`config.mk`:
```
export PLATFORM = sky130hd
export DESIGN_NAME = divider_and_reload_timer
export DESIGN_NICKNAME = d
export VERILOG_FILES = /design/src/rtl/drt_pkg.sv /design/src/rtl/divider_and_reload_timer.sv
export SDC_FILE = /design/constraint.sdc
export NUM_CORES = 1
export LEC_CHECK = 0
export ABC_AREA = 1
export BUFFER_PORTS_ARGS = -buffer_cell sky130_fd_sc_hd__clkbuf_2
export CAP_MARGIN = 40
export CORE_UTILIZATION = 28
export CTS_BUF_LIST = sky130_fd_sc_hd__clkbuf_4
export CTS_CLUSTER_SIZE = 25
export DETAILED_ROUTE_END_ITERATION = 16
export PLACE_DENSITY = 0.54
export SLEW_MARGIN = 0
export SYNTH_ARGS = -nofsm -noshare
export SYNTH_HDL_FRONTEND = slang
export SYNTH_SLANG_ARGS = --single-unit
```
`constraint.sdc`:
```
create_clock -name clk -period 4.3 [get_ports clk]
set_input_delay 0.215 -clock clk [delete_from_list [all_inputs] [get_ports clk]]
set_output_delay 0.215 -clock clk [all_outputs]
set_load 0.03 [all_outputs]
```
`src/rtl/drt_pkg.sv`:
```
// Package for the divider and reload timer.
// Holds the item structs, operation and register codes, and reset constants.
// No dependencies.
`timescale 1ns / 1ps
`default_nettype none

package drt_pkg;

	localparam int unsigned NUM_MODES = 4;
	localparam int unsigned SHIFT_W   = 4;
	localparam int unsigned DIV_W     = 16;
	localparam int unsigned ACC_W     = 16;
	localparam int unsigned BYTE_W    = 8;
	localparam int unsigned CLK_W     = 6;
	localparam int unsigned PADDR_W   = 4;
	localparam int unsigned PDATA_W   = 32;

	// operation codes
	localparam logic [1:0] OP_TICK  = 2'd0;
	localparam logic [1:0] OP_READ  = 2'd1;
	localparam logic [1:0] OP_WRITE = 2'd2;

	// timer register select
	localparam logic [1:0] SEL_DIV    = 2'd0;
	localparam logic [1:0] SEL_COUNT  = 2'd1;
	localparam logic [1:0] SEL_RELOAD = 2'd2;
	localparam logic [1:0] SEL_CTRL   = 2'd3;

	// control byte: enable bit and mode field
	localparam int unsigned CTRL_EN_BIT = 2;

	localparam logic [SHIFT_W-1:0] MODE0_RST = 4'd10;
	localparam logic [SHIFT_W-1:0] MODE1_RST = 4'd4;
	localparam logic [SHIFT_W-1:0] MODE2_RST = 4'd6;
	localparam logic [SHIFT_W-1:0] MODE3_RST = 4'd8;

	typedef struct packed {
		logic [1:0]        operation;
		logic [1:0]        reg_select;
		logic [BYTE_W-1:0] write_data;
		logic [CLK_W-1:0]  clocks;
	} cmd_item_t;

	typedef struct packed {
		logic [BYTE_W-1:0] read_data;
		logic              timer_irq;
	} rsp_item_t;

endpackage

`default_nettype wire

```
`src/rtl/divider_and_reload_timer.sv`:
```
// Items pass the input register (stage 1), then the result register.
// Throughput: one item per cycle unless stalled; state updates as an item leaves stage 1.
// cmd_ready drops only while a result waits in the result register and stage 1 is full.
// Reset (arst_n low, asynchronous): divider, accumulator, counter, reload and control
// clear to zero, mode shifts load 10/4/6/8, both stages empty.
// Timer top level; depends on drt_pkg.
`timescale 1ns / 1ps
`default_nettype none

module divider_and_reload_timer (
	input  wire logic                           clk,
	input  wire logic                           arst_n,
	input  wire logic                           cmd_valid,
	output logic                                cmd_ready,
	input  wire drt_pkg::cmd_item_t             cmd,
	output logic                                rsp_valid,
	input  wire logic                           rsp_ready,
	output drt_pkg::rsp_item_t                  rsp,
	input  wire logic                           psel,
	input  wire logic                           penable,
	input  wire logic                           pwrite,
	input  wire logic [drt_pkg::PADDR_W-1:0]    paddr,
	input  wire logic [drt_pkg::PDATA_W-1:0]    pwdata,
	output logic [drt_pkg::PDATA_W-1:0]         prdata,
	output logic                                pready
);

	logic [drt_pkg::SHIFT_W-1:0] mode_shift_q [drt_pkg::NUM_MODES];
	logic [drt_pkg::DIV_W-1:0]   div_q;
	logic [drt_pkg::ACC_W-1:0]   acc_q;
	logic [drt_pkg::BYTE_W-1:0]  count_q;
	logic [drt_pkg::BYTE_W-1:0]  reload_q;
	logic [drt_pkg::BYTE_W-1:0]  ctrl_q;

	logic               valid_s1;
	drt_pkg::cmd_item_t item_s1;
	logic               advance;

	logic [drt_pkg::ACC_W:0]     acc_sum;
	logic [drt_pkg::SHIFT_W-1:0] shift;
	logic [drt_pkg::ACC_W:0]     carry;
	logic [drt_pkg::ACC_W:0]     acc_mask;
	logic [drt_pkg::ACC_W+1:0]   cnt_sum;
	logic                        wrap;
	logic                        timer_en;
	drt_pkg::rsp_item_t          rsp_next;

	// config port
	assign pready = 1'b1;
	assign prdata = {{(drt_pkg::PDATA_W-drt_pkg::SHIFT_W){1'b0}}, mode_shift_q[paddr[3:2]]};

	always_ff @(posedge clk or negedge arst_n) begin
		if (!arst_n) begin
			mode_shift_q[0] <= drt_pkg::MODE0_RST;
			mode_shift_q[1] <= drt_pkg::MODE1_RST;
			mode_shift_q[2] <= drt_pkg::MODE2_RST;
			mode_shift_q[3] <= drt_pkg::MODE3_RST;
		end else if (psel && penable && pwrite) begin
			mode_shift_q[paddr[3:2]] <= pwdata[drt_pkg::SHIFT_W-1:0];
		end
	end

	// handshake
	assign advance   = valid_s1 && (!rsp_valid || rsp_ready);
	assign cmd_ready = !valid_s1 || !rsp_valid || rsp_ready;

	always_ff @(posedge clk or negedge arst_n) begin
		if (!arst_n) begin
			valid_s1 <= 1'b0;
		end else if (cmd_ready) begin
			valid_s1 <= cmd_valid;
		end
	end

	always_ff @(posedge clk) begin
		if (cmd_valid && cmd_ready) begin
			item_s1 <= cmd;
		end
	end

	// tick arithmetic
	assign timer_en = ctrl_q[drt_pkg::CTRL_EN_BIT];
	assign shift    = mode_shift_q[ctrl_q[1:0]];
	assign acc_sum  = {1'b0, acc_q} + {{(drt_pkg::ACC_W+1-drt_pkg::CLK_W){1'b0}}, item_s1.clocks};
	assign carry    = acc_sum >> shift;
	assign acc_mask = ({{drt_pkg::ACC_W{1'b0}}, 1'b1} << shift) - {{drt_pkg::ACC_W{1'b0}}, 1'b1};
	assign cnt_sum  = {{(drt_pkg::ACC_W+2-drt_pkg::BYTE_W){1'b0}}, count_q} + {1'b0, carry};
	assign wrap     = |cnt_sum[drt_pkg::ACC_W+1:drt_pkg::BYTE_W];

	always_comb begin
		rsp_next = '0;
		unique case (item_s1.operation)
			drt_pkg::OP_TICK: begin
				rsp_next.timer_irq = timer_en && wrap;
			end
			drt_pkg::OP_READ: begin
				unique case (item_s1.reg_select)
					drt_pkg::SEL_DIV:    rsp_next.read_data = div_q[drt_pkg::DIV_W-1:drt_pkg::BYTE_W];
					drt_pkg::SEL_COUNT:  rsp_next.read_data = count_q;
					drt_pkg::SEL_RELOAD: rsp_next.read_data = reload_q;
					default:             rsp_next.read_data = ctrl_q;
				endcase
			end
			default: begin
				rsp_next = '0;
			end
		endcase
	end

	// timer state, updated as the item leaves stage 1
	always_ff @(posedge clk or negedge arst_n) begin
		if (!arst_n) begin
			div_q    <= '0;
			acc_q    <= '0;
			count_q  <= '0;
			reload_q <= '0;
			ctrl_q   <= '0;
		end else if (advance) begin
			unique case (item_s1.operation)
				drt_pkg::OP_TICK: begin
					div_q <= div_q + {{(drt_pkg::DIV_W-drt_pkg::CLK_W){1'b0}}, item_s1.clocks};
					if (timer_en) begin
						acc_q <= acc_sum[drt_pkg::ACC_W-1:0] & acc_mask[drt_pkg::ACC_W-1:0];
						if (wrap) begin
							count_q <= reload_q;
						end else begin
							count_q <= cnt_sum[drt_pkg::BYTE_W-1:0];
						end
					end
				end
				drt_pkg::OP_WRITE: begin
					unique case (item_s1.reg_select)
						drt_pkg::SEL_DIV:    div_q    <= '0;
						drt_pkg::SEL_COUNT:  count_q  <= item_s1.write_data;
						drt_pkg::SEL_RELOAD: reload_q <= item_s1.write_data;
						default:             ctrl_q   <= item_s1.write_data;
					endcase
				end
				default: begin
				end
			endcase
		end
	end

	// result register
	always_ff @(posedge clk or negedge arst_n) begin
		if (!arst_n) begin
			rsp_valid <= 1'b0;
		end else if (!rsp_valid || rsp_ready) begin
			rsp_valid <= valid_s1;
		end
	end

	always_ff @(posedge clk) begin
		if (advance) begin
			rsp <= rsp_next;
		end
	end

endmodule

`default_nettype wire

```
# --- Word level (Yosys, flattened, before mapping) ---
# Cells that the tools add are included.
word_totals:
  register_bits: 101
  in_bits: 61
  output_inout_bits: 44
  wordCells: 74
classes:
  addsub: 4
  magnitude_cmp: 3
  eq_ne: 7
  shifts: 2
  muxes: 16
  bitwise: 4
  reduce_logical: 21
op_table:
  columns: ["cell", "count"]
  rows:
  - ["$pmux 16 s2", 1]
  - ["$mux 8", 3]
  - ["$pmux 8 s3", 1]
  - ["$mux 4", 5]
  - ["$add 8x17->18", 1]
  - ["$add 16x6->17", 1]
  - ["$shr 17x4->17", 1]
  - ["$add 16x6->16", 1]
  - ["$and 16x16->16", 1]
  - ["$bmux 4 s2", 2]
  - ["$bwmux 16", 1]
  - ["$mux 16", 1]
  - ["$pmux 8 s2", 1]
  - ["$shl 1x4->16 const A", 1]
  - ["$sub 16x1->16 const B", 1]
  - ["$reduce_and 3->1", 4]
  - ["$reduce_or 10->1", 1]
  - ["$demux 4 s2", 1]
  - ["$ge 3x3->1 const B", 2]
  - ["$logic_and 1x1->1", 6]
  - ["$ne 2x2->1 const B", 3]
  - ["$not 2->3", 2]
  - ["$eq 2x1->1 const B", 2]
  - ["$eq 2x2->1 const B", 2]
  - ["other kinds (8)", 12]

# --- Depth between registers and ports, before layout ---
# Gate-level depths: netlist of run 1.
logic_depth:
  ltp_word: 10
  mapped_depth: 37
  depth_no_buf: 37

# --- Least setup slack after synthesis of run 1 ---
# OpenSTA, ideal clock, no wires.
synth_timing:
  path_kind: "register to register"
  start: "register item_s1[0] (netlist bit)"
  end: "register rsp[0] (netlist bit) (data pin)"
  setup_time_ns: 0.252
  t_arrival_ns: 4.040
  setup_slack_ns: 0.008
  path_stages_with_launch: 33
  synth_period_minus_slack_ns: 4.292
  path_cell_list: "edfxtp_1 -> ha_1 -> fa_1 -> nand3_1 -> nand3_1 -> nand3_2 -> nand3_2 -> nand2_1 -> nand2_1 -> nand3_1 -> nand3_1 -> a21oi_1 -> a221o_1 -> inv_1 -> ha_1 -> fa_1 -> nand3_1 -> nand2_1 -> a21oi_1 -> o21bai_1 -> a21o_1 -> nand2_1 -> nand2_1 -> nand3_2 -> nand2_1 -> nand2_1 -> nand2_1 -> nor2_2 -> nand3_4 -> nor2_8 -> nand2_4 -> nand2_1 -> nor2_1"
synth_via:
  elab_chain_len: 5
synth_rtl:
  columns: ["item", "line_no", "rtl"]
  rows:
  - ["start: declaration", "divider_and_reload_timer.sv:36", "drt_pkg::cmd_item_t item_s1;"]
  - ["start signal: assignment", "divider_and_reload_timer.sv:77", "item_s1 <= cmd;"]
  - ["$add 16x6->17", "divider_and_reload_timer.sv:84", "assign acc_sum = {1'b0, acc_q} + {{(drt_pkg::ACC_W+1-drt_pkg::CLK_W){1'b0}}, item_s1.clocks};"]
  - ["$shr 17x4->17", "divider_and_reload_timer.sv:85", "assign carry = acc_sum >> shift;"]
  - ["$add 8x17->18", "divider_and_reload_timer.sv:87", "assign cnt_sum = {{(drt_pkg::ACC_W+2-drt_pkg::BYTE_W){1'b0}}, count_q} + {1'b0, carry};"]
  - ["$reduce_or 10->1", "divider_and_reload_timer.sv:88", "assign wrap = |cnt_sum[drt_pkg::ACC_W+1:drt_pkg::BYTE_W];"]
  - ["$logic_and 1x1->1", "divider_and_reload_timer.sv:94", "rsp_next.timer_irq = timer_en && wrap;"]
  - ["end signal: assignment", "divider_and_reload_timer.sv:156", "rsp <= rsp_next;"]
  - ["end: declaration", "divider_and_reload_timer.sv:18", "output drt_pkg::rsp_item_t rsp,"]
# Every way passes these cells.
# A chain may end at the register's enable or synchronous reset.

# --- Worst setup path in the final report of run 1 ---
layout_timing:
  start: "register item_s1[4] (netlist bit)"
  end: "register count_q[2] (netlist bit)"
layout_via:
  elab_chain_len: 7
layout_rtl:
  columns: ["item", "line_no", "rtl"]
  rows:
  - ["$add 16x6->17 (*)", "divider_and_reload_timer.sv:84", null]
  - ["$shr 17x4->17 (*)", "divider_and_reload_timer.sv:85", null]
  - ["$add 8x17->18 (*)", "divider_and_reload_timer.sv:87", null]
  - ["$reduce_or 10->1", "divider_and_reload_timer.sv:88", null]
  - ["$mux 8 (*)", "divider_and_reload_timer.sv:124", "if (wrap) begin"]
  - ["$mux 8 (*)", "divider_and_reload_timer.sv:122", "if (timer_en) begin"]
  - ["$pmux 8 s2 (*)", "divider_and_reload_timer.sv:119", "unique case (item_s1.operation)"]
  - ["end signal: assignment", "divider_and_reload_timer.sv:125", "count_q <= reload_q;"]
  - ["end signal: assignment", "divider_and_reload_timer.sv:127", "count_q <= cnt_sum[drt_pkg::BYTE_W-1:0];"]
  - ["end signal: assignment", "divider_and_reload_timer.sv:134", "drt_pkg::SEL_COUNT: count_q <= item_s1.write_data;"]
  - ["end: declaration", "divider_and_reload_timer.sv:31", "logic [drt_pkg::BYTE_W-1:0] count_q;"]
# Mark *: on every way between the ends. The rest lies on a longest branch, timed or not. The select of a mux whose other input is x is not followed.

==> results.md, run 1 <==
- Initial antenna violation count: 1
- Status: finished with violations
- Share of cells above drive strength 1: 31.5%
- Worst R2R Setup Slack: -0.17 ns
- EDFF count, synth: 27
- Most frequent cells in the layout: nand2_1 (239), buf_4 (122), inv_1 (90)
- Seq/Total Area, Yosys: between 30 and 40%
- Reg-to-Reg Start: item_s1[4]
- Startpoint Class: flop
- Setup crit end kind: flop
- Worst path arrival time: between 4 and 5 ns
- Post-layout util: 38.1%
- Routed Antenna Nets: 0
- Row count: 58
- Async set or reset register ratio after synthesis: 73.3%
- Vias in the first global route: 6780
- Cell Pwr Density: 679 nW/um^2
- Fin area: 9630 um^2
- Die area: around 27000 um^2
- Chip height: around 160 um
- Vias: 7152
- DR WL/cell: 14.3 um
- Top cell by count, worst path: nand2_1
- Post-Synthesis Cells: 970
- Commonest non-fill, non-tap cell in the layout: nand2_1
- Clock root buffer: clkbuf_4
- Placed cell areas: 8530 um^2
- Required time of the critical path: 4.70 ns
- DR vias/cell: 4.79
- Drt drc: 0
- Total Routing Usage GR: between 15 and 20%
- DIE WIDTH: ~160 um
- CTS max path bufs: 2
- Max-slew violations: 0
- Worst clock skew: roughly 0.044 ns
- Clock slew at reported path FFs: 0.18 ns
- Post-synth cell types: 56
- Worst-path maximum fanout: 5
- Initial DRC count: 504
- Max Cap Viol: 0
- Unrepaired setup endpoints after global routing: true
- Boundary pin count: 105
- Tmin final: 4.47 ns
- CP max-delay cell: edfxtp_1
- Core ar.: 25300 um^2
- Failing checks: setup timing
- R2r endpoint: count_q[2]
- Netlist Area Pre-Place: about 7200 um^2
- Peak VDD IR: 0.275 mV
- Path depth of the worst reg2reg path: 32
- Layout net count: 1242
- Setup crit end: count_q[2]
- H-tree depth: 3
- Hold Path Class: primary input to asynchronous set/reset pin
- Pleak: 4.61 nW
- PortBufs: 45
- Largest net degree at the start of global routing: 60
- Register bit count reported by yosys: 101
- Routed wire length: 21.4 mm
- Number of CTS-inserted buffers: 9
- Final Hold Viols: 0
- Tightest Pin Transition: 0.675 ns
- Max-slew headroom: 54.8%
- Sequential cell area: between 2000 and 3000 um^2
- Area Growth Syn to Fin: 33.0%
- Setup violations, final: 9
- Crit path kind: flop to flop
- Filler instances: 2622
- Placer Congestion: 0.861
- CTS sink count: 101
- Worst stage delay on the critical path: around 0.50 ns
- Sum of negative setup slack: -1.11 ns
- Ys Warns: 0
- Syn Area/Cell: 7.46 um^2
- Grt total ovfl: 0
- Prevailing post-synth register cell: dfrtp_1
- Multi-input gate area: 4520 um^2
- DRT Pass-1 Iters: 5
- Final period util: 104%
- Dpl ws: -0.457 ns
- Global-route wire length before repair: around 35 mm
- CTS tree: done
- Initial Util: 28.7%
- Critical Path Source: item_s1[4]
- F_max: ~220 MHz
- Final Power: 0.00654 W
- Clk Latency, worst-skew pair: approximately 0.5 ns
- Setup WS post-layout: -0.166 ns
- DP HPWL: ~16 mm
==> cell families after synthesis <==
kind of cell / count (synthesis) / synth area share, %
AOI/OAI and AO/OA: 150 / 13.1
xor gates and xnor gates: 16 / 1.94
adders and majority gates: 24 / 4.46
buffers and inverters: 156 / 9.97
DFF: 101 / 36.9
other: 2 / 0.104
and+or+nand+nor: 521 / 33.5
==> Yosys cell counts (8+ instances only) <==
master / count / area (um^2)
nand2_1: 267 / 1000
nand3_1: 114 / 571
inv_1: 92 / 345
dfrtp_1: 68 / 1700
o21ai_0: 64 / 320
nor2_1: 59 / 221
buf_4: 33 / 248
a21oi_1: 30 / 150
edfxtp_1: 27 / 811
ha_1: 21 / 263
nand2_2: 18 / 113
nand3_2: 17 / 170
xor2_1: 15 / 131
inv_2: 13 / 48.8
clkbuf_1: 12 / 45.0
nor2_2: 11 / 68.8
o211ai_1: 9 / 67.6
a22oi_1: 8 / 60.1
nand4_1: 8 / 50.1
nor3_1: 8 / 40.0
==> layer usage <==
metal  up-vias  wire length (um)  GRT usage (%)
li1       3566                 -              -
met1      3373              9880           22.2
met2       188             10400           27.8
met3        25               807           2.16
met4         0               373           4.84
met5         -                 0              0
==> flip-flops by register name, summed over array words and instances (netlist names) <==
register / cells
acc_q: 16
item_s1: 18
ctrl_q: 8
reload_q: 8
count_q: 8
div_q: 16
rsp: 9
valid_s1: 1
rsp_valid: 1
mode_shift_q: 16
==> critical path, delay by kind of cell (launching register included) <==
| family | cells | cell delay, ns |
|---|---|---|
| buf+inv | 4 | 0.43 |
| flops | 1 | 0.50 |
| compound gates | 3 | 0.40 |
| fa+ha+maj | 2 | 0.61 |
| simple gates | 23 | 2.42 |
==> stage by stage <==
stage,hold WS (ns),instances
final,0.116,1493
after global routing,0.0985,1493
after CTS,0.0764,1483
after detailed placement,0.110,1432
after global placement,0.391,1430
after floorplan,-0.0806,997
==> report_power, final <==
part           leakage [nW]  switching [W]  total, W  internal [W]
combinational          3.34        0.00257   0.00456       0.00199
clock                0.0747       0.000366  0.000503      0.000137
sequential             1.19       0.000246   0.00147       0.00123
total                  4.61        0.00318   0.00654       0.00336
==> timing repair <==
| item | 4_1_cts | 5_1_grt |
|---|---|---|
| pin swaps | 31 | 48 |
| cloned | 3 | 0 |
| hold buffers | 25 | 0 |
| setup buffers | 7 | 9 |
| endpoints found under the hold margin | 106 | 0 |
| endpoints found under the setup margin | 9 | 9 |
| resized for setup | 69 | 53 |
==> worst min path at each step <==
| stage | endpoint | slack [ns] | cells past startpoint |
|---|---|---|---|
| after CTS | mode_shift_q[0] | 0.08 | 2 |
| after floorplan | acc_q[0] | -0.08 | 0 |
| final | mode_shift_q[0] | 0.12 | 2 |
| after global routing | mode_shift_q[4] | 0.1 | 2 |
| after detailed placement | mode_shift_q[0] | 0.11 | 1 |
| after global placement | item_s1[12] | 0.39 | 1 |
==> layout make-up <==
type | count | share of cell area, %
multi-input cells | 743 | 47.0
flip-flops and latches | 101 | 27.7
repair buffers | 197 | 15.5
well taps | 330 | 4.29
inverters | 105 | 4.09
clock buffers | 10 | 0.780
clock inverters | 6 | 0.598
diodes | 1 | 0.0260
Note: power is estimated with default switching activity, not from simulation.
==> run 2, diff against run 1 <==
--- a/config.mk
+++ b/config.mk
@@ -9,7 +9,6 @@
 export BUFFER_PORTS_ARGS = -buffer_cell sky130_fd_sc_hd__clkbuf_2
 export CAP_MARGIN = 40
 export CORE_UTILIZATION = 28
-export CTS_BUF_LIST = sky130_fd_sc_hd__clkbuf_4
 export CTS_CLUSTER_SIZE = 25
 export DETAILED_ROUTE_END_ITERATION = 16
 export PLACE_DENSITY = 0.54
==> results.md, run 2 (synthesized netlist as in run 1, its figures left out) <==
- Area Growth Syn to Fin: 31.2% (was 33.0%)
- Worst stage delay on the critical path: 0.49 ns (was 0.50 ns)
- WHS Endpoint: item_s1[13]
- Total Routing Usage GR: 16.4% (was 16.6%)
- Vias: 7095 (was 7152)
- DRT Pass-1 Iters: 6 (was 5)
- Most frequent cells in the layout: nand2_1 (239), buf_4 (125), inv_1 (90) (was nand2_1 (239), buf_4 (122), inv_1 (90))
- Share of cells above drive strength 1: 31.8% (was 31.5%)
- Fin area: 9500 um^2 (was 9630 um^2)
- CP max-delay cell: edfxtp_1 (unchanged)
- Tmin final: 4.45 ns (was 4.47 ns)
- Max-slew headroom: 55.6% (was 54.8%)
- Failing checks: setup timing (unchanged)
- Max-slew violations: 0 (unchanged)
- Sum of negative setup slack: -1.15 ns (was -1.11 ns)
- Placed cell areas: 8530 um^2 (unchanged)
- Clock root buffer: clkbuf_16 (was clkbuf_4)
- Largest register FFs: 18 (unchanged)
- Placed cells: 1432 (unchanged)
- Boundary pin count: 105 (unchanged)
- Layout Cells excl Fill: 1468 (was 1493)
- Row count: 58 (unchanged)
- DR vias/cell: 4.83 (was 4.79)
- Top cell by count, worst path: nand2_1 (unchanged)
- Final Power: 0.00678 W (was 0.00654 W)
- Crit path kind: flop to flop (unchanged)
- Drt drc: 0 (unchanged)
- Required time of the critical path: 4.55 ns (was 4.70 ns)
- Largest delay share family, worst path: simple AND/OR/NAND/NOR gates (unchanged)
- Routed Antenna Nets: 0 (unchanged)
- Worst clock skew: 0.0170 ns (was 0.0439 ns)
- Worst-path maximum fanout: 5 (unchanged)
- Routed wire length: 21.3 mm (was 21.4 mm)
- Tightest Pin Transition: 0.664 ns (was 0.675 ns)
- CTS tree: done (unchanged)
- Final Hold Viols: 0 (unchanged)
- DR WL/cell: 14.5 um (was 14.3 um)
- Vias in the first global route: 6712 (was 6780)
- Status: finished with violations (unchanged)
- Sequential cell area: 2670 um^2 (unchanged)
- Multi-input gate area: 4500 um^2 (was 4520 um^2)
- Layout net count: 1218 (was 1242)
- Antenna cell count: 0 (was 1)
- Setup WS post-layout: -0.148 ns (was -0.166 ns)
- F_max: 225 MHz (was 224 MHz)
- Core ar.: 25300 um^2 (unchanged)
- Largest net degree at the start of global routing: 60 (unchanged)
- Startpoint Class: flop (unchanged)
- DP HPWL: 16.1 mm (unchanged)
- CTS sink count: 101 (unchanged)
- Hold path start: cmd[13]
- Final period util: 103% (was 104%)
- CTS max path bufs: 2 (unchanged)
- Initial DRC count: 488 (was 504)
- Worst path arrival time: 4.70 ns (was 4.86 ns)
- Pleak: 4.57 nW (was 4.61 nW)
- Commonest non-fill, non-tap cell in the layout: nand2_1 (unchanged)
- Chip height: 163 um (unchanged)
- DIE WIDTH: 163 um (unchanged)
- CP bufs+invs: 3 (was 4)
- Largest Register: item_s1 (unchanged)
- Initial Util: 28.7% (unchanged)
- Dpl ws: -0.457 ns (unchanged)
- Setup crit end kind: flop (unchanged)
- Placer Congestion: 0.861 (unchanged)
- Clk Latency, worst-skew pair: 0.37 ns (was 0.50 ns)
- Max Cap Viol: 0 (unchanged)
- Setup violations, final: 9 (unchanged)
- Clock slew at reported path FFs: 0.08 ns (was 0.18 ns)
- Cell Pwr Density: 714 nW/um^2 (was 679 nW/um^2)
- Die area: 26500 um^2 (unchanged)
- Initial antenna violation count: 0 (was 1)
- Grt total ovfl: 0 (unchanged)
- Unrepaired setup endpoints after global routing: true (unchanged)
- H-tree depth: 3 (unchanged)
- Global-route wire length before repair: 34.4 mm (was 34.9 mm)
- Hold Path Class: primary input to flop (was primary input to asynchronous set/reset pin)
- Hold depth: 1
- Worst R2R Setup Slack: -0.15 ns (was -0.17 ns)
- Number of CTS-inserted buffers: 9 (unchanged)
- Reg-to-Reg Start: item_s1[4] (unchanged)
- R2r endpoint: count_q[7] (was count_q[2])
- Path depth of the worst reg2reg path: 35 (was 32)
- Filler instances: 2620 (was 2622)
- PortBufs: 45 (unchanged)
- Peak VDD IR: 0.284 mV (was 0.275 mV)
run 2: changes by cell type in the layout (fill, tap and decap cells not counted), sizes merged:
cell and change:
dlygate4sd3 -24, diode -1
run 2: layout make-up:
type                       instances  area share, %
sequential                       101           28.1
inverter                         105           4.15
clock inverter                     6          0.606
multi-input combinational        743           47.4
timing repair buffer             173           13.0
tap                              330           4.35
clock buffer                      10           2.41
run 2: power breakdown:
part,leakage (nW),switching [W],internal (W)
clock,0.141,0.000401,0.000405
sequential,1.19,0.000246,0.00123
combinational,3.24,0.00253,0.00196
total,4.57,0.00318,0.00360
run 2: worst reg2reg max path: cells and delay by family, from the launching register on:
kind	cells	cell delay, ns
buf+inv	3	0.33
simple gates	26	2.26
fa+ha+maj	2	0.72
compound gates	4	0.54
flops	1	0.49
run 2: layer usage:
metal	wire (um)	track usage, %
met4	403	4.97
met5	0	0
met1	9660	21.8
met3	951	2.34
met2	10300	27.3
run 2: timing repair:
action	CTS	global route
setup endpoints to repair	9	9
endpoints found under the hold margin	15	0
gates resized for setup	67	48
pin swaps	25	36
cloned	2	1
buffers inserted	5	11
hold buffers	1	0
run 2: worst max-delay path by stage:
stage | depth (start not counted) | endpoint | from | slack [ns]
2_1_floorplan | 32 | rsp[0] | item_s1[0] | 0.008
3_3_place_gp | 34 | count_q[6] | item_s1[4] | -0.33
3_5_place_dp | 34 | count_q[7] | item_s1[0] | -0.46
4_1_cts | 34 | count_q[2] | item_s1[0] | -0.18
5_1_grt | 34 | count_q[6] | item_s1[0] | -0.45
6_report | 35 | count_q[7] | item_s1[4] | -0.15
run 2: metrics by stage:
step	util [%]	hold WS, ns
after floorplan	-	-0.0806
after global placement	33.6	0.391
after detailed placement	33.8	0.110
after CTS	36.4	0.0123
after global routing	37.6	0.0133
final	37.6	0.0161
==> run 3, diff against run 2 <==
--- a/config.mk
+++ b/config.mk
@@ -11,8 +11,8 @@
 export CORE_UTILIZATION = 28
 export CTS_CLUSTER_SIZE = 25
 export DETAILED_ROUTE_END_ITERATION = 16
-export PLACE_DENSITY = 0.54
-export SLEW_MARGIN = 0
+export PLACE_DENSITY = 0.53
+export SLEW_MARGIN = 5
 export SYNTH_ARGS = -nofsm -noshare
 export SYNTH_HDL_FRONTEND = slang
 export SYNTH_SLANG_ARGS = --single-unit
==> constraint.sdc (replaced) <==
create_clock -name clk -period 4.6 [get_ports clk]
set_input_delay 0.23 -clock clk [delete_from_list [all_inputs] [get_ports clk]]
set_output_delay 0.23 -clock clk [all_outputs]
set_load 0.03 [all_outputs]
==> results.md, run 3 (synthesized netlist as in run 1, its figures left out) <==
- Tmin final: 4.50 ns (was 4.45 ns)
- Number of CTS-inserted buffers: 9 (unchanged)
- Sum of negative setup slack: 0 ns (was -1.15 ns)
- DR WL/cell: 14.2 um (was 14.5 um)
- Final Hold Viols: 0 (unchanged)
- Post-layout util: 36.4% (was 37.6%)
- Setup crit end kind: flop (unchanged)
- Area Growth Syn to Fin: 26.9% (was 31.2%)
- DP HPWL: 15.5 mm (was 16.1 mm)
- Vias in the first global route: 6529 (was 6712)
- Die area: 26500 um^2 (unchanged)
- Worst clock skew: 0.0115 ns (was 0.0170 ns)
- Core ar.: 25300 um^2 (unchanged)
- Largest register FFs: 18 (unchanged)
- Worst stage delay on the critical path: 0.49 ns (about the same)
- Share of cells above drive strength 1: 29.4% (was 31.8%)
- Routed Antenna Nets: 0 (unchanged)
- Setup violations, final: 0 (was 9)
- Largest net degree at the start of global routing: 39 (was 60)
- Grt total ovfl: 0 (unchanged)
- Max Cap Viol: 0 (unchanged)
- Startpoint Class: flop (unchanged)
- H-tree depth: 3 (unchanged)
- Tightest Pin Transition: 0.714 ns (was 0.664 ns)
- Pleak: 4.43 nW (was 4.57 nW)
- Status: complete, no violations (was finished with violations)
- M2 GR Usage: 26.5% (was 27.3%)
- Total Routing Usage GR: 16.0% (was 16.4%)
- CTS max path bufs: 2 (unchanged)
- Row count: 58 (unchanged)
- Chip height: 163 um (unchanged)
- Initial antenna violation count: 0 (unchanged)
- Max-slew violations: 0 (unchanged)
- Met3 global-route usage: 1.66% (was 2.34%)
- Layout Cells excl Fill: 1438 (was 1468)
- Fin area: 9190 um^2 (was 9500 um^2)
- Boundary pin count: 105 (unchanged)
- Routed wire length: 20.4 mm (was 21.3 mm)
- Largest Register: item_s1 (unchanged)
- Required time of the critical path: 4.85 ns (was 4.55 ns)
- Final Power: 0.00610 W (was 0.00678 W)
- DIE WIDTH: 163 um (unchanged)
- Crit path kind: flop to flop (unchanged)
- Max-slew headroom: 52.2% (was 55.6%)
- Final period util: 97.9% (was 103%)
- Hold Path Class: primary input to flop (unchanged)
- Switching share of power: 47.2% (was 46.9%)
- PortBufs: 45 (unchanged)
- Antenna cell count: 0 (unchanged)
- CP max-delay cell: edfxtp_1 (unchanged)
- Initial Util: 28.7% (unchanged)
- Global-route wire length before repair: 33.5 mm (was 34.4 mm)
- Clk Latency, worst-skew pair: 0.36 ns (was 0.37 ns)
- CTS sink count: 101 (unchanged)
- Seq pwr share: 22.6% (was 21.8%)
- Clock root buffer: clkbuf_16 (unchanged)
- Unrepaired setup endpoints after global routing: true (unchanged)
- Commonest non-fill, non-tap cell in the layout: nand2_1 (unchanged)
- Comb pwr share: 64.2% (was 66.3%)
- DR vias/cell: 4.75 (was 4.83)
- Initial DRC count: 407 (was 488)
- CTS tree: done (unchanged)
- Top cell by count, worst path: nand2_1 (unchanged)
- Layer with the highest usage: met2 (unchanged)
- F_max: 222 MHz (was 225 MHz)
- Most frequent cells in the layout: nand2_1 (237), buf_4 (96), inv_1 (90) (was nand2_1 (239), buf_4 (125), inv_1 (90))
- Placer Congestion: 0.850 (was 0.861)
- Placed cells: 1406 (was 1432)
- Placed cell areas: 8290 um^2 (was 8530 um^2)
- Clock network fraction of total power: 13.2% (was 11.9%)
- Layout net count: 1188 (was 1218)
- DRT Pass-1 Iters: 7 (was 6)
- Vias: 6830 (was 7095)
- Clock slew at reported path FFs: 0.07 ns (was 0.08 ns)
- Worst path arrival time: 4.75 ns (was 4.70 ns)
- Drt drc: 0 (unchanged)
- Sw Pwr: 0.00288 W (was 0.00318 W)
- Peak VDD IR: 0.244 mV (was 0.284 mV)
- Cell Pwr Density: 664 nW/um^2 (was 714 nW/um^2)
- Global routing usage on met1: 21.5% (was 21.8%)
- Worst-path maximum fanout: 6 (was 5)
- Internal Power: 0.00322 W (was 0.00360 W)
-- run 3: cell types whose count changed in the layout (fill, tap and decap cells not counted), sizes merged --
| cell | before | now |
|---|---|---|
| buf | 128 | 98 |
| bufinv | 0 | 1 |
| clkbuf | 54 | 53 |
| clkinvlp | 0 | 1 |
| inv | 108 | 107 |
-- run 3: per-stage QoR --
step / setup WS [ns] / hold slack, ns
6_report: 0.0957 / 0.0404
4_1_cts: 0.00329 / 0.0234
5_1_grt: -0.209 / 0.0251
3_5_place_dp: -0.212 / 0.230
3_3_place_gp: -0.101 / 0.233
2_1_floorplan: 0.308 / -0.0656
-- run 3: metal layers --
metal  routed length (um)  vias to the layer above
met5                    0                        -
met4                  433                        0
met3                  575                       26
met2                 9690                      141
met1                 9740                     3210
li1                     -                     3453
-- run 3: cell type report --
class	count	area, um^2
clock buffer	9	225
clock inverter	7	82.6
fill	2690	16100
inverter	105	394
multi-input combinational	743	4430
sequential	101	2670
tap	330	413
timing repair buffer	143	973
-- run 3: path summary, 6_finish.rpt --
check | start | endpoint | slack [ns] | cells past startpoint
min in group asynchronous | arst_n | mode_shift_q[8] | 0.36 | 2
min reg2reg | valid_s1 | rsp_valid | 0.48 | 2
min | cmd[12] | item_s1[12] | 0.04 | 1
max in group asynchronous | arst_n | count_q[6] | 3.34 | 3
max | item_s1[5] | count_q[4] | 0.1 | 34
max reg2reg | item_s1[5] | count_q[4] | 0.1 | 34
-- run 3: timing repair --
| action | in CTS | in global routing |
|---|---|---|
| cloned | 2 | 1 |
| pin swaps | 17 | 45 |
| buffers inserted | 4 | 8 |
| hold endpoints to repair | 33 | 0 |
| hold buffers | 1 | 0 |
| endpoints found under the setup margin | 9 | 9 |
| gates resized for setup | 45 | 64 |
-- run 3: critical path, delay by kind of cell, from the launching register on --
family                   cells  cell delay, ns
AO/OA/AOI/OAI                5            0.68
adder cells (fa/ha/maj)      3            0.86
buffers and inverters        1            0.04
flip-flops                   1            0.49
AND/OR/NAND/NOR             25            2.31
-- run 3: power groups by stage --
stage	sequential [W]	clock [W]	combinational (W)
detailed placement	0.00137	0	0.00337
floorplan	0.00132	0	0.00224
global placement	0.00137	0	0.00335
finish	0.00138	0.000805	0.00391
global route	0.00141	0.000852	0.00431
CTS	0.00137	0.000831	0.00358
